$ cat src/design/lrdc_pkg.sv
`default_nettype none
package lrdc_pkg;
	localparam int RATE_W = 18;
	localparam int COEF_W = 24;
	localparam int SAMP_W = 16;
	localparam int ST_W   = 40;

	// Channel modes.
	localparam logic [1:0] MODE_MONO   = 2'd0;
	localparam logic [1:0] MODE_STEREO = 2'd1;
	localparam logic [1:0] MODE_DUP    = 2'd2;
	localparam logic [1:0] MODE_PICK   = 2'd3;

	// Register indexes.
	localparam logic [2:0] REG_SRC  = 3'd0;
	localparam logic [2:0] REG_TAR  = 3'd1;
	localparam logic [2:0] REG_MODE = 3'd2;
	localparam logic [2:0] REG_PICK = 3'd3;
	localparam logic [2:0] REG_COEF = 3'd4;

	// Request to the shared divider.
	typedef struct packed {
		logic        start;
		logic [51:0] num;
		logic [RATE_W-1:0] den;
	} div_req_t;

	// Status from the shared divider.
	typedef struct packed {
		logic        done;
		logic        busy;
		logic [51:0] quo;
	} div_rsp_t;

	function automatic logic signed [SAMP_W-1:0] sat16(input logic signed [55:0] v);
		if (v > 56'sd32767) return 16'sh7fff;
		if (v < -56'sd32768) return 16'sh8000;
		return v[SAMP_W-1:0];
	endfunction

	function automatic logic signed [ST_W-1:0] sat40(input logic signed [ST_W+1:0] v);
		if (v > $signed({3'b000, {(ST_W-1){1'b1}}})) return {1'b0, {(ST_W-1){1'b1}}};
		if (v < $signed({3'b111, {(ST_W-1){1'b0}}})) return {1'b1, {(ST_W-1){1'b0}}};
		return v[ST_W-1:0];
	endfunction
endpackage
`default_nettype wire

$ cat src/design/lrdc_div.sv
`default_nettype none
// Restoring divider, one quotient bit a cycle; signed numerator, truncating.
module lrdc_div
	import lrdc_pkg::*;
(
	input  wire logic     clk,
	input  wire logic     arst_n,
	input  wire div_req_t req,
	output div_rsp_t      rsp
);
	localparam int NW = 52;

	logic [NW-1:0]     mag_q;
	logic [RATE_W-1:0] rem_q;
	logic [RATE_W-1:0] den_q;
	logic              neg_q;
	logic [5:0]        cnt_q;
	logic              busy_q;
	logic              done_q;
	logic [RATE_W:0]   trial;
	logic [RATE_W+1:0] diff;

	assign trial = {rem_q, mag_q[NW-1]};
	assign diff  = {1'b0, trial} - {2'b00, den_q};

	// Shift and subtract over the numerator bits.
	always_ff @(posedge clk or negedge arst_n) begin
		if (!arst_n) begin
			busy_q <= 1'b0;
			done_q <= 1'b0;
			cnt_q  <= '0;
			neg_q  <= 1'b0;
			mag_q  <= '0;
			den_q  <= '0;
			rem_q  <= '0;
		end else begin
			done_q <= 1'b0;
			if (req.start) begin
				busy_q <= 1'b1;
				neg_q  <= req.num[NW-1];
				mag_q  <= req.num[NW-1] ? (~req.num + 1'b1) : req.num;
				den_q  <= req.den;
				rem_q  <= '0;
				cnt_q  <= 6'(NW);
			end else if (busy_q) begin
				if (!diff[RATE_W+1]) begin
					rem_q <= diff[RATE_W-1:0];
					mag_q <= {mag_q[NW-2:0], 1'b1};
				end else begin
					rem_q <= trial[RATE_W-1:0];
					mag_q <= {mag_q[NW-2:0], 1'b0};
				end
				cnt_q <= cnt_q - 1'b1;
				if (cnt_q == 6'd1) begin
					busy_q <= 1'b0;
					done_q <= 1'b1;
				end
			end
		end
	end

	assign rsp.done = done_q;
	assign rsp.busy = busy_q;
	assign rsp.quo  = neg_q ? (~mag_q + 1'b1) : mag_q;
endmodule
`default_nettype wire

$ cat config.mk
export PLATFORM = sky130hd
export DESIGN_NAME = lrdc_div
export DESIGN_NICKNAME = d
export VERILOG_FILES = /design/src/design/lrdc_pkg.sv /design/src/design/lrdc_div.sv
export SDC_FILE = /design/constraint.sdc
export NUM_CORES = 1
export LEC_CHECK = 0
export CAP_MARGIN = 20
export CORE_ASPECT_RATIO = 1.5
export CORE_MARGIN = 4
export CORE_UTILIZATION = 49
export CTS_CLUSTER_DIAMETER = 150
export DETAILED_ROUTE_END_ITERATION = 7
export DONT_BUFFER_PORTS = 1
export PLACE_DENSITY = 0.65
export SYNTH_ARGS = -nofsm -noshare
export SYNTH_HDL_FRONTEND = slang
export SYNTH_SLANG_ARGS = --single-unit
$ cat constraint.sdc
create_clock -name clk -period 4 [get_ports clk]
set_input_delay 0.8 -clock clk [delete_from_list [all_inputs] [get_ports clk]]
set_output_delay 0.8 -clock clk [all_outputs]
set_load 0.01 [all_outputs]
==> run summary <==
The post-synthesis register bit count came out at 97. The final layout net count is between 900 and 1000. Summed over all cells, the static leakage comes to slightly above 0.003 uW.

The data arrival time of the worst path came out at roughly 3100 ps. For this configuration, the core starts out at a cell density of 0.499. The achievable frequency came out at ~0.25 GHz. The required time of the worst setup path is about 3200 ps.

In this run the tightest slew margin relative to its limit is 0.405. The tool flagged a number of max-cap violations equal to 0. The shortest period the worst path allows is between 3000 and 4000 ps. The via count of the first global-routing pass came out at 6672. TritonCTS built the clock tree. The row count is 55. During placement, the flow inserted port buffers numbering 0.

The detailed router finished its first iteration with between 400 and 500 violations. The top-level I/O count came out at roughly 130. Hold timing on the final database bottoms out at a slack of between 100 and 150 ps. The warning count from the yosys run came out at 0. The final setup violation count came out at 0. The post-synthesis net count is ~980. The post-synthesis sequential area ratio is 0.321. The aggregate global routing overflow came out at 0.

STA classifies the critical path startpoint as a flip-flop. Measured along the y axis, the die boundary spans between 150 and 200 um. In the synthesized netlist the async set-or-reset flop fraction comes to 1.00.

The global-route usage over all layers is 0.237. The area of placed instances came out at ~0.0076 mm2. The library cell used most frequently in the layout, excluding fill and tap cells, is sky130_fd_sc_hd__dfrtp_1.

The setup slack at placement came out at around 350 ps. The average instance area after synthesis came out at approximately 8.6 um2. The number of placed instances, taps included, is 1030. The final clock period utilization by the worst path is 0.985. The worst setup skew after layout is roughly 11 ps. The main flop type after synthesis is sky130_fd_sc_hd__dfrtp_1. The wire-length estimate of the detail-placed layout is about 15000 um. In this run the number of H-tree levels came out at 3. The top cell types in the final layout, fill and taps aside, are 96 x sky130_fd_sc_hd__dfrtp_1, 80 x sky130_fd_sc_hd__nand2_1, 69 x sky130_fd_sc_hd__o21ai_0.

The area added between synthesis and finish came out at 5.65%. After detailed routing, the total wire length is 20500 um. The transition time of the tightest slew-check pin came out at between 800 and 900 ps. The count of antenna diodes in the layout came out at 0.

The number of inserted filler cells in the final layout came out at around 1400. Before antenna repair, the detailed router went through 5 iterations. The power density normalized to cell area is about 420 mW/mm2.

STA classifies the critical path endpoint as a primary output. In this run the remaining antenna-violating nets after routing total 0. The number of endpoints with negative hold slack in the final report came to 0. The kind of path behind the tightest hold check is in -> async. The share of the core filled with cells in the final layout is 0.527.

In the final layout, the share of cells above drive strength 1 is 0.0649. The first global-routing pass estimated 33400 um of wire. The routability-driven placement congestion ratio came out at 0.862.

The via total after detailed routing came out at about 6700. In the routed layout, each cell is associated on average with a via count of roughly 6.4. The final cell count without fillers came out at 1046. After detailed routing, the number of remaining DRC violations is 0. The area of the core came out at around 0.015 mm2. The number of synthesized flops with an enable pin is 0.

Dividing the detail-routed wire length by the instance count gives between 15 and 20 um. The number of hold buffers added after CTS was 0. The post-CTS clock slew at the launch and capture registers of the worst setup and hold paths is about 70 ps. The cell count after synthesis came out at slightly below 900. The flow ran to the end, and the final reports show no timing, DRC or antenna violations. The clock passes through at most 2 buffers. Setup repair after global routing could not meet its margin everywhere. The final count of pins violating max slew was 0. For this design, the sink count on the clock tree is 97. The distinct cell type count of the synthesized netlist is 61. After synthesis the cells add up to about 0.0076 mm2. The die width is about 110 um.

The summed area of non-filler cells in the final layout is around 0.008 mm2. The kind of critical path is reg -> out. The smallest setup slack after layout is just under 60 ps. The clock latency on the worst-skew pair came out at ~350 ps.

The clock root buffer is sky130_fd_sc_hd__clkbuf_16. The largest net degree at the start of global routing is 156. The maximum VDD drop came out at around 0.24 mV. The top fanout value on the critical path is 7. The die area came out at around 0.018 mm2. The number of buffers added by the clock tree synthesis step is 9. The number of antenna violations at the first check in global routing was 0.
critical path, cell delays in order (launching register included):
cell and delay, ps:
sky130_fd_sc_hd__dfrtp_1 440, sky130_fd_sc_hd__or4_4 590, sky130_fd_sc_hd__or4b_4 580, sky130_fd_sc_hd__nor4_4 410, sky130_fd_sc_hd__nand3_2 230, sky130_fd_sc_hd__o41ai_2 310
sky130_fd_sc_hd__xnor2_1 230
through the flow:
step	setup TNS (ps)	power [uW]
after floorplan	0	2160
after global placement	0	2350
after detailed placement	0	2380
after CTS	0	3390
after global routing	-89.1	3580
final	0	3370
cells in the mapped netlist (all sizes together), types with 9 or more instances:
master,instances,share of area
nand2,81,0.040
nor2b,41,0.034
a211oi,46,0.046
xor2,52,0.060
mux2i,13,0.017
or2,9,0.0075
xnor2,63,0.073
buf,9,0.0083
o21ai,72,0.048
nor2,28,0.014
or3,20,0.017
clkbuf,53,0.026
inv,30,0.015
or4,12,0.013
nor3,17,0.011
nand3,13,0.0086
a311oi,10,0.012
dfrtp,97,0.32
ha,22,0.036
a21oi,59,0.039
o41ai,26,0.039
nor4,10,0.013
o31ai,30,0.030
worst paths after layout:
check,slack [ps],endpoint,startpoint,cells after the start
hold reg to reg,530,den_q[6],den_q[6],2
max in group asynchronous,3650,busy_q,arst_n,0
setup reg to reg,1330,rem_q[12],mag_q[51],10
min in group clk,530,den_q[6],den_q[6],2
setup / recovery,60,rsp[48],mag_q[5],6
hold / removal,150,mag_q[18],arst_n,0
layout make-up:
type | instances | area, um2 | area share
Timing Repair Buffer | 11 | 82.6 | 0.0103
Multi-Input combinational cell | 694 | 4770 | 0.598
Inverter | 30 | 113 | 0.0141
Clock inverter | 5 | 105 | 0.0132
Sequential cell | 97 | 2430 | 0.304
Clock buffer | 10 | 229 | 0.0287
Tap cell | 199 | 249 | 0.0312
kinds of logic (layout without fill, tap and decap cells):
family                   count (synthesis)  after routing  share of synthesized area
flip-flops                              97             97                      0.321
buffers and inverters                   92             56                     0.0495
AND/OR/NAND/NOR                        260            260                      0.185
XOR/XNOR                               115            115                      0.133
multiplexers                            15             15                     0.0202
adder cells (fa/ha/maj)                 23             23                     0.0391
AO/OA/AOI/OAI                          281            281                      0.252
flip-flops by register name, summed over array words and instances, names as in the netlist:
name and count:
mag_q 52, done_q 1, busy_q 1, cnt_q 6, den_q 18, neg_q 1
rem_q 18
metal layers:
metal / up-vias / global-route usage / wire length [um]
li1: 3149 / - / -
met1: 3271 / 0.268 / 7900
met2: 196 / 0.432 / 11000
met3: 37 / 0.0372 / 1080
met4: 0 / 0.0942 / 586
met5: - / 0 / 0
timing repair:
action | 4_1_cts | 5_1_grt
resized for setup | 2 | 5
setup endpoints to repair | 3 | 13
pin swaps | 0 | 1
cloned | 0 | 0
buffers inserted | 0 | 1
power by group:
part | internal, uW | switching [uW] | leakage (uW)
logic | 454 | 639 | 0.00179
registers | 1110 | 164 | 0.00116
clock network | 609 | 389 | 0.000155
Power figures use the tool's default switching activity.
